## config.mk

```make
export PLATFORM = sky130hd
export DESIGN_NAME = exchange_sorter_unit
export DESIGN_NICKNAME = d
export VERILOG_FILES = /design/src/rtl/esu_pkg.sv /design/src/rtl/exchange_sorter_unit.sv /design/src/rtl/esu_store.sv /design/src/rtl/esu_cmp.sv
export SDC_FILE = /design/constraint.sdc
export NUM_CORES = 1
export LEC_CHECK = 0
export CAP_MARGIN = 20
export CORE_ASPECT_RATIO = 1.5
export CORE_MARGIN = 4
export CORE_UTILIZATION = 45
export CTS_CLUSTER_SIZE = 10
export DETAILED_ROUTE_END_ITERATION = 8
export DONT_BUFFER_PORTS = 1
export HOLD_SLACK_MARGIN = 0.1
export PLACE_DENSITY = 0.68
export SYNTH_ARGS = -nofsm -noshare
export SYNTH_HDL_FRONTEND = slang
export SYNTH_SLANG_ARGS = --single-unit
```

## constraint.sdc

```tcl
create_clock -name clk_i -period 5.1 [get_ports clk_i]
set_input_delay 0.255 -clock clk_i [delete_from_list [all_inputs] [get_ports clk_i]]
set_output_delay 0.255 -clock clk_i [all_outputs]
set_load 0.01 [all_outputs]
```

## src/rtl/esu_pkg.sv

```systemverilog
`timescale 1ns / 1ps
`default_nettype none

package esu_pkg;

  localparam int unsigned DataW = 32;

  // One signed sample of a block.
  typedef logic signed [DataW-1:0] data_t;

endpackage

`default_nettype wire

```

## src/rtl/exchange_sorter_unit.sv

```systemverilog
`timescale 1ns / 1ps
`default_nettype none

// Exchange sorter. Takes blocks of COUNT signed 32-bit samples on the
// slave stream, one sample per transfer, and returns each block on the
// master stream in ascending signed order with tlast on the largest
// (final) value. Once the block is full, row p of the exchange sort
// reads store entry p into a holding register (StRowRd, StRowHold),
// then steps q = p+1 .. COUNT-1 at one compare per cycle, writing the
// held value to entry q and taking entry q in its place whenever the
// held value is greater. The held value is then final and goes out as
// result p, so row p never has to be written back. The sort speed is
// set by the single read port of the store and the one comparator; a
// stalled master stream holds the emit step. The slave side is ready
// only while loading; the output register lets the next block start
// loading while the last result still waits.
module exchange_sorter_unit #(
  parameter int unsigned COUNT = 16
) (
  input  wire logic           clk_i,
  input  wire logic           rst_ni,
  // slave stream
  input  wire logic           s_axis_tvalid_i,
  output logic                s_axis_tready_o,
  input  wire esu_pkg::data_t s_axis_tdata_i,   // [31:0] sample_value
  // master stream
  output logic                m_axis_tvalid_o,
  input  wire logic           m_axis_tready_i,
  output esu_pkg::data_t      m_axis_tdata_o,   // [31:0] sorted_value
  output logic                m_axis_tlast_o    // last_of_block
);
  import esu_pkg::*;

  localparam int unsigned AddrW = (COUNT > 1) ? $clog2(COUNT) : 1;
  localparam logic [AddrW-1:0] LastIdx = AddrW'(COUNT - 1);

  typedef enum logic [2:0] {
    StLoad,
    StRowRd,
    StRowHold,
    StCmp,
    StEmit
  } state_e;

  state_e           state_q;
  logic [AddrW-1:0] load_cnt_q;
  logic [AddrW-1:0] p_q;
  logic [AddrW-1:0] q_q;
  data_t            held_q;
  logic             out_valid_q;
  data_t            out_data_q;
  logic             out_last_q;

  // store port controls
  logic             mem_we;
  logic [AddrW-1:0] mem_waddr;
  data_t            mem_wdata;
  logic [AddrW-1:0] mem_raddr;
  data_t            mem_rdata;

  logic             swap;
  data_t            cmp_min;

  logic in_xfer;
  logic out_free;
  logic emit_fire;

  assign in_xfer   = s_axis_tvalid_i && s_axis_tready_o;
  assign out_free  = !out_valid_q || m_axis_tready_i;
  assign emit_fire = (state_q == StEmit) && out_free;

  assign s_axis_tready_o = (state_q == StLoad);

  esu_store #(
    .Depth (COUNT),
    .AddrW (AddrW)
  ) u_store (
    .clk_i   (clk_i),
    .we_i    (mem_we),
    .waddr_i (mem_waddr),
    .wdata_i (mem_wdata),
    .raddr_i (mem_raddr),
    .rdata_o (mem_rdata)
  );

  esu_cmp u_cmp (
    .held_i (held_q),
    .cand_i (mem_rdata),
    .swap_o (swap),
    .min_o  (cmp_min)
  );

  // store addressing: load writes by count, compare step writes back the
  // displaced held value and prefetches the next column
  always_comb begin
    mem_we    = 1'b0;
    mem_waddr = load_cnt_q;
    mem_wdata = s_axis_tdata_i;
    mem_raddr = p_q;
    unique case (state_q)
      StLoad: begin
        mem_we = in_xfer;
      end
      StRowRd: begin
        mem_raddr = p_q;
      end
      StRowHold: begin
        mem_raddr = q_q;
      end
      StCmp: begin
        mem_we    = swap;
        mem_waddr = q_q;
        mem_wdata = held_q;
        mem_raddr = q_q + AddrW'(1);
      end
      StEmit: begin
        mem_raddr = p_q;
      end
      default: begin
        mem_raddr = p_q;
      end
    endcase
  end

  // sequencer
  always_ff @(posedge clk_i or negedge rst_ni) begin
    if (!rst_ni) begin
      state_q     <= StLoad;
      load_cnt_q  <= '0;
      p_q         <= '0;
      q_q         <= '0;
      held_q      <= '0;
      out_valid_q <= 1'b0;
      out_data_q  <= '0;
      out_last_q  <= 1'b0;
    end else begin
      // a new result replaces the one leaving in the same cycle
      if (emit_fire) begin
        out_valid_q <= 1'b1;
      end else if (m_axis_tready_i) begin
        out_valid_q <= 1'b0;
      end
      unique case (state_q)
        StLoad: begin
          if (in_xfer) begin
            if (load_cnt_q == LastIdx) begin
              load_cnt_q <= '0;
              p_q        <= '0;
              state_q    <= StRowRd;
            end else begin
              load_cnt_q <= load_cnt_q + AddrW'(1);
            end
          end
        end
        StRowRd: begin
          q_q     <= p_q + AddrW'(1);
          state_q <= StRowHold;
        end
        StRowHold: begin
          held_q <= mem_rdata;
          // last row has no later column
          state_q <= (p_q == LastIdx) ? StEmit : StCmp;
        end
        StCmp: begin
          held_q <= cmp_min;
          if (q_q == LastIdx) begin
            state_q <= StEmit;
          end else begin
            q_q <= q_q + AddrW'(1);
          end
        end
        StEmit: begin
          if (out_free) begin
            out_data_q  <= held_q;
            out_last_q  <= (p_q == LastIdx);
            if (p_q == LastIdx) begin
              p_q     <= '0;
              state_q <= StLoad;
            end else begin
              p_q     <= p_q + AddrW'(1);
              state_q <= StRowRd;
            end
          end
        end
        default: begin
          state_q <= StLoad;
        end
      endcase
    end
  end

  assign m_axis_tvalid_o = out_valid_q;
  assign m_axis_tdata_o  = out_data_q;
  assign m_axis_tlast_o  = out_last_q;

endmodule

`default_nettype wire

```

## src/rtl/esu_store.sv

```systemverilog
`timescale 1ns / 1ps
`default_nettype none

// Value store: one write port, one read port, registered read data.
module esu_store #(
  parameter int unsigned Depth = 16,
  parameter int unsigned AddrW = $clog2(Depth)
) (
  input  wire logic              clk_i,
  input  wire logic              we_i,
  input  wire logic [AddrW-1:0]  waddr_i,
  input  wire esu_pkg::data_t    wdata_i,
  input  wire logic [AddrW-1:0]  raddr_i,
  output esu_pkg::data_t         rdata_o
);
  import esu_pkg::*;

  data_t mem_q [Depth];
  data_t rdata_q;

  always_ff @(posedge clk_i) begin
    if (we_i) begin
      mem_q[waddr_i] <= wdata_i;
    end
    rdata_q <= mem_q[raddr_i];
  end

  assign rdata_o = rdata_q;

endmodule

`default_nettype wire

```

## src/rtl/esu_cmp.sv

```systemverilog
`timescale 1ns / 1ps
`default_nettype none

// Compare unit: flags a swap when the held value is greater
// than the candidate (signed). Equal values never swap.
module esu_cmp (
  input  wire esu_pkg::data_t held_i,
  input  wire esu_pkg::data_t cand_i,
  output logic                swap_o,
  output esu_pkg::data_t      min_o
);
  import esu_pkg::*;

  assign swap_o = held_i > cand_i;
  assign min_o  = swap_o ? cand_i : held_i;

endmodule

`default_nettype wire

```

---- Word-level counts from Yosys, hierarchy flattened ----
Memory sizes are Yosys's and may differ from the RTL's. A register that Yosys moved wholly into a read port is not among the register bits.
Cells that the tools add are included.
operators by class
  $lt $le $gt $ge ......................... 1
  reduce and logical (&&, ||, !) cells .... 15
  add/sub/neg operators ................... 3
  eq/ne operators ......................... 13
  mux-type cells .......................... 25
operators with widths
  operator                                                number
  2-to-1 mux 32 bit                                       2
  case mux 32 bit (2 select lines)                        1
  greater-than comparator 32 bit                          1
  2-to-1 mux 4 bit                                        7
  case mux 4 bit (2 select lines)                         3
  2-to-1 mux 3 bit                                        5
  case mux 3 bit (5 select lines)                         1
  adder 4 x 1 -> 4 bit (second input constant)            3
  equality test 4 bit (second input constant)             3
  inequality test 2 bit (second input constant)           4
  AND reduction 2 bit                                     4
  AND reduction 4 bit                                     2
  nonzero test 2 bit                                      4
  equality test 3 x 2 -> 1 bit (second input constant)    2
  2-to-1 mux 1 bit                                        5
  inequality test 2 x 1 -> 1 bit (second input constant)  2
  equality test 3 x 1 -> 1 bit (second input constant)    1
  equality test 3 bit (second input constant)             1
  logical NOT 3 bit                                       1
  logical AND 1 bit                                       2
  case mux 1 bit (2 select lines)                         1
  logical NOT 1 bit                                       1
  logical OR 1 bit                                        1
storage, ports and cells
  memory bits (writable) .................. 512
  word-level logic and storage cells ...... 66
  memories ................................ 1
  register bits ........................... 81
memory list
  name           words  width  read ports  clocked after memory_dff  wr ports  RTL line         source
  u_store.mem_q  16     32     1           1                         1         esu_store.sv:18  data_t mem_q [Depth];

---- Logic depth before layout (Yosys ltp) ----
Gate-level depths: netlist (run 1).
  depth after elaboration ................. 5
  mapped depth ............................ 10
  mapped depth without buffers ............ 9

---- Hierarchy ----
A second synthesis (run 1) with hierarchy kept.
unflattened totals
  cell total of the unflattened synthesis .. 1680
  area, all modules ....................... 26172.6 µm²
by module, submodules not included
  module                instances  area each (µm²)  seq. area each (µm²)  cells an instance
  esu_store             1          19854.0          16015.4               838
  exchange_sorter_unit  1          4102.7           2026.9                497
  esu_cmp               1          2215.9           0.0                   345

---- Worst setup path after synthesis (run 1) ----
OpenSTA, ideal clock, no wires.
  path type ............................... reg-to-reg
  from .................................... register held_q[31]
  to ...................................... memory u_store.mem_q[3][0] in the netlist's numbering (enable)
  slack ................................... 451 ps
  path buffers ............................ 1
  cell stages (with the launch flop) ...... 10
  arrival time ............................ 4188 ps
  clock period less this slack ............ 4649 ps
  cell sequence ........................... dfrtp_1 > ha_1 > nand4_2 > nor3_2 > a211oi_1 > nor3b_1 > a32o_1 > a31oi_2 > buf_4 > nor3_1
on the way
  longest elaborated chain between the ends .. 4
RTL lines
  element                                 RTL line                     source
  start, declared                         exchange_sorter_unit.sv:49   data_t held_q;
  start signal, assigned                  exchange_sorter_unit.sv:160  held_q <= mem_rdata;
  start signal, assigned                  exchange_sorter_unit.sv:165  held_q <= cmp_min;
  greater-than comparator 32 bit          esu_cmp.sv:14                assign swap_o = held_i > cand_i;
  case mux 1 bit (2 select lines)         exchange_sorter_unit.sv:100  unique case (state_q)
  2-to-1 mux 1 bit                        esu_store.sv:22              if (we_i) begin
  2-to-1 mux 1 bit (not written as such)  esu_store.sv:23              mem_q[waddr_i] <= wdata_i;
  end, declared                           esu_store.sv:18
No other way between the ends.

---- Final worst setup path (run 1) ----
  from .................................... register held_q[19]
  to ...................................... memory u_store.mem_q[8][28] in the netlist's numbering (enable)
Same word-level chain as after synthesis.

==> results.tsv, run 1 <==
metric	value	unit
status	completed	
fin_cells	2157	
grtUsageMet3	4.10	%
cp_common_cell	o21ai_0	
p_seq_share	39.8	%
sw_frac_of_total	33.4	%
grtUsageTotal	18.4	%
p_sw	6330	uW
cp_cell_sequence	ha_1, nand2_1, o21ai_0, a211oi_1, nor3b_1, buf_4, o21ai_0, a31oi_2, nor3_2, buf_12	
synthFlopType	edfxtp_1	
max-vdd-ir-drop	0.000485	V
drt_iter0_markers	1239	
slew_viol_final	0	
cpPeakStageDelay	0.94	ns
worst_pin_slew	1.05	ns
rr_startpoint	held_q[19]	
ios	71	
ant_nets	0	
h-tree-depth	3	
fin_setup_tns	0	ns
critPathLaunchType	flop	
period_share	77.0	%
cts.clk_slew.worst_paths	0.06	ns
grt_pass1_vias	13236	
drc_errors	0	
synthArstFlopShare	13.0	%
fp.coreArea	0.0549	mm2
worstRegToRegCells	10	
crit_family	compound AO/OA/AOI/OAI gates	
drive_above_1_share	24.0	%
yosysWarnings	0	
ys_ff_latch	625	
p_total	18900	uW
wl_per_cell	25.5	um
syn_inst	1352	
startpoint	held_q[19]	
clock_path_buffers	3	
setup_slack	1.17	ns
cellLeakagePower	0.0101	uW
end_kind	flop	
area_growth	12.9	%
rsz0062_at_grt	false	
pwr-share-clk	24.0	%
cpMaxStageDelayCell	nor3_2	
mappedNetlistNets	1423	
first_pass_iters	5	
root_buffer	clkbuf_16	
dp_cells	2027	
hp-class	input port to async pin	
die-area	0.0596	mm2
pre_cts_slack	1.20	ns
setup.worst_path.class	flop to flop	
slew_headroom	29.6	%
hpwlAfterDp	35200	um
ys_types	53	
final_common_cell	edfxtp_1	
p_per_area	670	mW/mm2
grt_max_degree	82	
max_freq	255	MHz
rows	105	
drv_cap	0	
holdWs	0.282	ns
dieHeight	297	um
cts_setup_buffers	0	
fin_worst_skew	0.0263	ns
vias_per_cell	5.80	
overflow	0	
grt.busiest_layer	met2	
crit_arrival	4.19	ns
nets	1483	
synth-edff-count	512	
p_int	12600	uW
avgSynthCellArea	18.5	um2
crit_buf_inv	2	
via_count	12516	
setup_viol	0	
place.gp.congestion	0.844	
cts_tree	built	
die_w	201	um
p_comb_share	36.2	%
numCtsBuffers	72	
cts.sinks	625	
start_util	45.6	%
final_hold_viol_count	0	
ys_seq_area_share	72.0	%
use_met2	29.9	%
syn-cell-area	0.0251	mm2
cp.required	5.37	ns
grt_use_met1	24.2	%
io_buffers	0	
clk_latency	0.58	ns
grt_first_pass_wirelength	83300	um
wirelength	55000	um
final_cell_mix	edfxtp_1, mux4_2, nand2_1	
fin_crit	3.93	ns
path_depth	10	
antenna_found_initial	3	
crit_path_max_fanout	21	
[stage by stage]
stage                     area, um2  util [%]
after floorplan               25100         -
after global placement        26100      47.6
after detailed placement      26200      47.6
after CTS                     28300      51.5
after global routing          28300      51.5
final                         28300      51.5
[power groups by stage]
stage / logic [uW] / clock network, uW / registers, uW
2_1_floorplan: 5000 / 0 / 7400
5_1_grt: 7440 / 4870 / 7620
3_5_place_dp: 6900 / 0 / 7630
3_3_place_gp: 6750 / 0 / 7590
6_report: 6860 / 4550 / 7530
4_1_cts: 6950 / 4650 / 7540
[final cells by class]
| cell class | count | area [um2] |
|---|---|---|
| fillers | 4322 | 26600 |
| flip-flops and latches | 625 | 18000 |
| multi-input cells | 619 | 6590 |
| clock buffers | 119 | 2000 |
| well taps | 695 | 870 |
| repair buffers | 54 | 584 |
| inverters | 40 | 150 |
| clock inverters | 4 | 46.3 |
| diodes | 1 | 2.50 |
[layer usage]
layer | vias up | part of all wire (%) | wire (um)
met3 | 97 | 7.1 | 3910
met4 | 4 | 3.8 | 2080
met2 | 425 | 49 | 27100
li1 | 5452 | - | -
met5 | - | 0.049 | 27
met1 | 6538 | 40 | 21900
[worst reg2reg max path, stage by stage, from the launching register on]
cell and delay (ns):
dfrtp_1 0.42, ha_1 0.32, nand2_1 0.08, o21ai_0 0.71, a211oi_1 0.16, nor3b_1 0.17, buf_4 0.15, o21ai_0 0.09
a31oi_2 0.30, nor3_2 0.94, buf_12 0.27
[cell usage after synthesis, types with 4 or more instances]
cell type  count  share of area, %
nand2b_1       4              0.10
nand4_1        4              0.10
buf_6         13              0.58
mux2_4        30               1.8
edfxtp_1     512                61
dfxtp_1       32               2.6
clkbuf_1      23              0.34
nor3_1        21              0.42
a21o_1         7              0.21
nand2_1      116               1.7
mux2i_1       33               1.3
nand3_1       11              0.22
nor2b_1       32              0.80
mux2_2        34               1.5
mux4_2       128                12
a21oi_1       53               1.1
nor2_1        13              0.19
dfrtp_1       81               8.1
buf_2         19              0.38
ha_1          35               1.7
a31oi_1       13              0.32
buf_4          9              0.27
o21ai_0       12              0.24
a211oi_1      35               1.0
inv_1         40              0.60
[state kept, by name (all words and copies together), names as in the netlist]
register and cells:
p_q 4, held_q 32, u_store.mem_q 512, q_q 4
m_axis_tvalid_o 1, u_store.rdata_o 32, m_axis_tdata_o 32, m_axis_tlast_o 1
load_cnt_q 4, state_q 3
[what timing repair did]
action                     in CTS  in global routing
hold buffers                    4                  1
hold endpoints to repair       87                  3
setup endpoints to repair       0                  0
gates resized for setup         0                  0
[final timing paths]
kind | endpoint | slack (ns)
setup / recovery | u_store.mem_q[8][28] | 1.17
hold / removal | held_q[17] | 0.28
setup reg to reg | u_store.mem_q[8][28] | 1.17
hold reg to reg | held_q[24] | 0.48
max in group asynchronous | held_q[1] | 4.40
min in group clk_i | u_store.mem_q[9][12] | 0.32
[logic make-up after synthesis]
group | Yosys count | synth area share [%]
adder cells (fa/ha/maj) | 35 | 1.75
AO/OA/AOI/OAI | 137 | 3.56
flip-flops | 625 | 72.0
AND/OR/NAND/NOR | 217 | 4.11
XOR/XNOR | 5 | 0.175
buffers and inverters | 108 | 2.25
multiplexers | 225 | 16.1
Note: power is estimated with default switching activity, not from simulation.
==> run 2, diff against run 1 <==
- clock period: 5.1 -> 4.05 ns (I/O delays scaled with it)
==> run 2 against run 1 <==
Clock power is 28% higher. Critical endpoint is now u_store.mem_q[0][7]. Die area stayed put. Via count is 0.11% higher. Count of clock-buffer cells in the layout is 4 higher. Final cell count is 0.60% higher. Wire length is 0.90% lower.
==> results.tsv, run 2 (synthesized netlist as in run 1, its figures left out) <==
metric	value	unit	change
status	completed		unchanged
cts-resized-gates	0		unchanged
fin_cells	2170		was 2157
period_share	89.0	%	was 77.0%
fin_worst_skew	0.0133	ns	was 0.0263 ns
worst_pin_slew	0.887	ns	was 1.05 ns
grt_use_met1	23.2	%	was 24.2%
grt_first_pass_wirelength	83300	um	about the same
grtUsageTotal	18.3	%	was 18.4%
fp.coreArea	0.0549	mm2	unchanged
drc_errors	0		unchanged
drive_above_1_share	24.7	%	was 24.0%
holdBufCountCts	5		was 4
drt_iter0_markers	1036		was 1239
setup.worst_path.class	flop to flop		unchanged
largest_register_ffs	512		unchanged
grt_max_degree	82		unchanged
antenna_found_initial	0		was 3
start_util	45.6	%	unchanged
area_growth	13.8	%	was 12.9%
final_hold_viol_count	0		unchanged
cellLeakagePower	0.0102	uW	was 0.0101 uW
holdWs	0.217	ns	was 0.282 ns
clk_latency	0.58	ns	about the same
dp_cells	2038		was 2027
use_met2	32.1	%	was 29.9%
max_freq	277	MHz	was 255 MHz
numCtsBuffers	72		unchanged
p_total	23800	uW	was 18900 uW
final_common_cell	edfxtp_1		unchanged
top_register	u_store.mem_q		unchanged
cts.clk_slew.worst_paths	0.06	ns	about the same
grt.busiest_layer	met2		unchanged
cts.sinks	625		unchanged
place.gp.congestion	0.753		was 0.844
end_kind	flop		unchanged
root_buffer	clkbuf_16		unchanged
setup_slack	0.444	ns	was 1.17 ns
via_count	12530		was 12516
clock_path_buffers	3		unchanged
ios	71		unchanged
die-area	0.0596	mm2	unchanged
grtUsageMet3	3.71	%	was 4.10%
cpMaxStageDelayCell	nor3_2		unchanged
cpPeakStageDelay	0.69	ns	was 0.94 ns
final_cell_mix	edfxtp_1, mux4_2, nand2_1		unchanged
h-tree-depth	3		unchanged
hpwlAfterDp	33000	um	was 35200 um
p_per_area	835	mW/mm2	was 670 mW/mm2
crit_arrival	3.87	ns	was 4.19 ns
nets	1494		was 1483
overflow	0		unchanged
cts_tree	built		unchanged
setup_viol	0		unchanged
cts_setup_buffers	0		unchanged
cp_common_cell	o21ai_0		unchanged
dieHeight	297	um	unchanged
slew_headroom	40.7	%	was 29.6%
io_buffers	0		unchanged
n_antenna_cell	0		was 1
postPlaceCellArea	0.0263	mm2	was 0.0262 mm2
cp_cell_sequence	ha_1, nand2_1, o21ai_0, a221oi_1, o21ai_0, a31oi_2, buf_4, nor3_2, buf_12		was ha_1, nand2_1, o21ai_0, a211oi_1, nor3b_1, buf_4, o21ai_0, a31oi_2, nor3_2, buf_12
drv_cap	0		unchanged
critPathLaunchType	flop		unchanged
fin_crit	3.61	ns	was 3.93 ns
first_pass_iters	5		unchanged
pre_cts_slack	0.384	ns	was 1.20 ns
rows	105		unchanged
crit_path_max_fanout	25		was 21
rsz0062_at_grt	false		unchanged
slew_viol_final	0		unchanged
max-vdd-ir-drop	0.000358	V	was 0.000485 V
cp.required	4.31	ns	was 5.37 ns
stdcell_area	0.0285	mm2	was 0.0283 mm2
ant_nets	0		unchanged
die_w	201	um	unchanged
hp-class	input port to flop		was input port to async pin
grt_pass1_vias	13313		was 13236
wirelength	54500	um	was 55000 um
vias_per_cell	5.77		was 5.80
wl_per_cell	25.1	um	was 25.5 um
## run 2: final timing paths
kind                       slack (ns)                    to          startpoint  depth (start not counted)
min in group asynchronous        0.24    m_axis_tdata_o[24]              rst_ni                          2
hold reg to reg                  0.49             held_q[2]  u_store.rdata_o[2]                          1
setup / recovery                 0.44   u_store.mem_q[0][7]           held_q[3]                          9
max in group asynchronous        3.40             held_q[8]              rst_ni                          2
hold / removal                   0.22  u_store.mem_q[7][12]  s_axis_tdata_i[12]                          2
setup reg to reg                 0.44   u_store.mem_q[0][7]           held_q[3]                          9
## run 2: final cells by class
type                       count  area (um2)
sequential                   625       18000
fill                        4248       26400
multi-input combinational    619        6590
inverter                      40         150
timing repair buffer          65         763
tap                          695         870
clock buffer                 123        2080
clock inverter                 3        30.0
## run 2: layer usage
metal  share of wire [%]  vias up
li1                    -     5490
met1                  39     6591
met2                  53      367
met3                 6.3       82
met4                 2.4        0
met5                   0        -
## run 2: worst max-delay path: cells and delay by family (launching register included)
kind                       cells  cell delay, ns
AOI/OAI and AO/OA              4            1.27
adders and majority gates      1            0.34
buffers and inverters          2            0.49
DFF                            1            0.42
and+or+nand+nor                2            0.75
## run 2: power breakdown
group	internal [uW]	switching, uW
combinational	3890	4680
clock	3470	2360
sequential	8750	677
## run 2: metrics by stage
step / util (%) / TNS, ns
finish: 51.9 / 0
global route: 51.9 / 0
CTS: 51.9 / 0
detailed placement: 47.9 / 0
global placement: 47.9 / 0
floorplan: - / -275.95
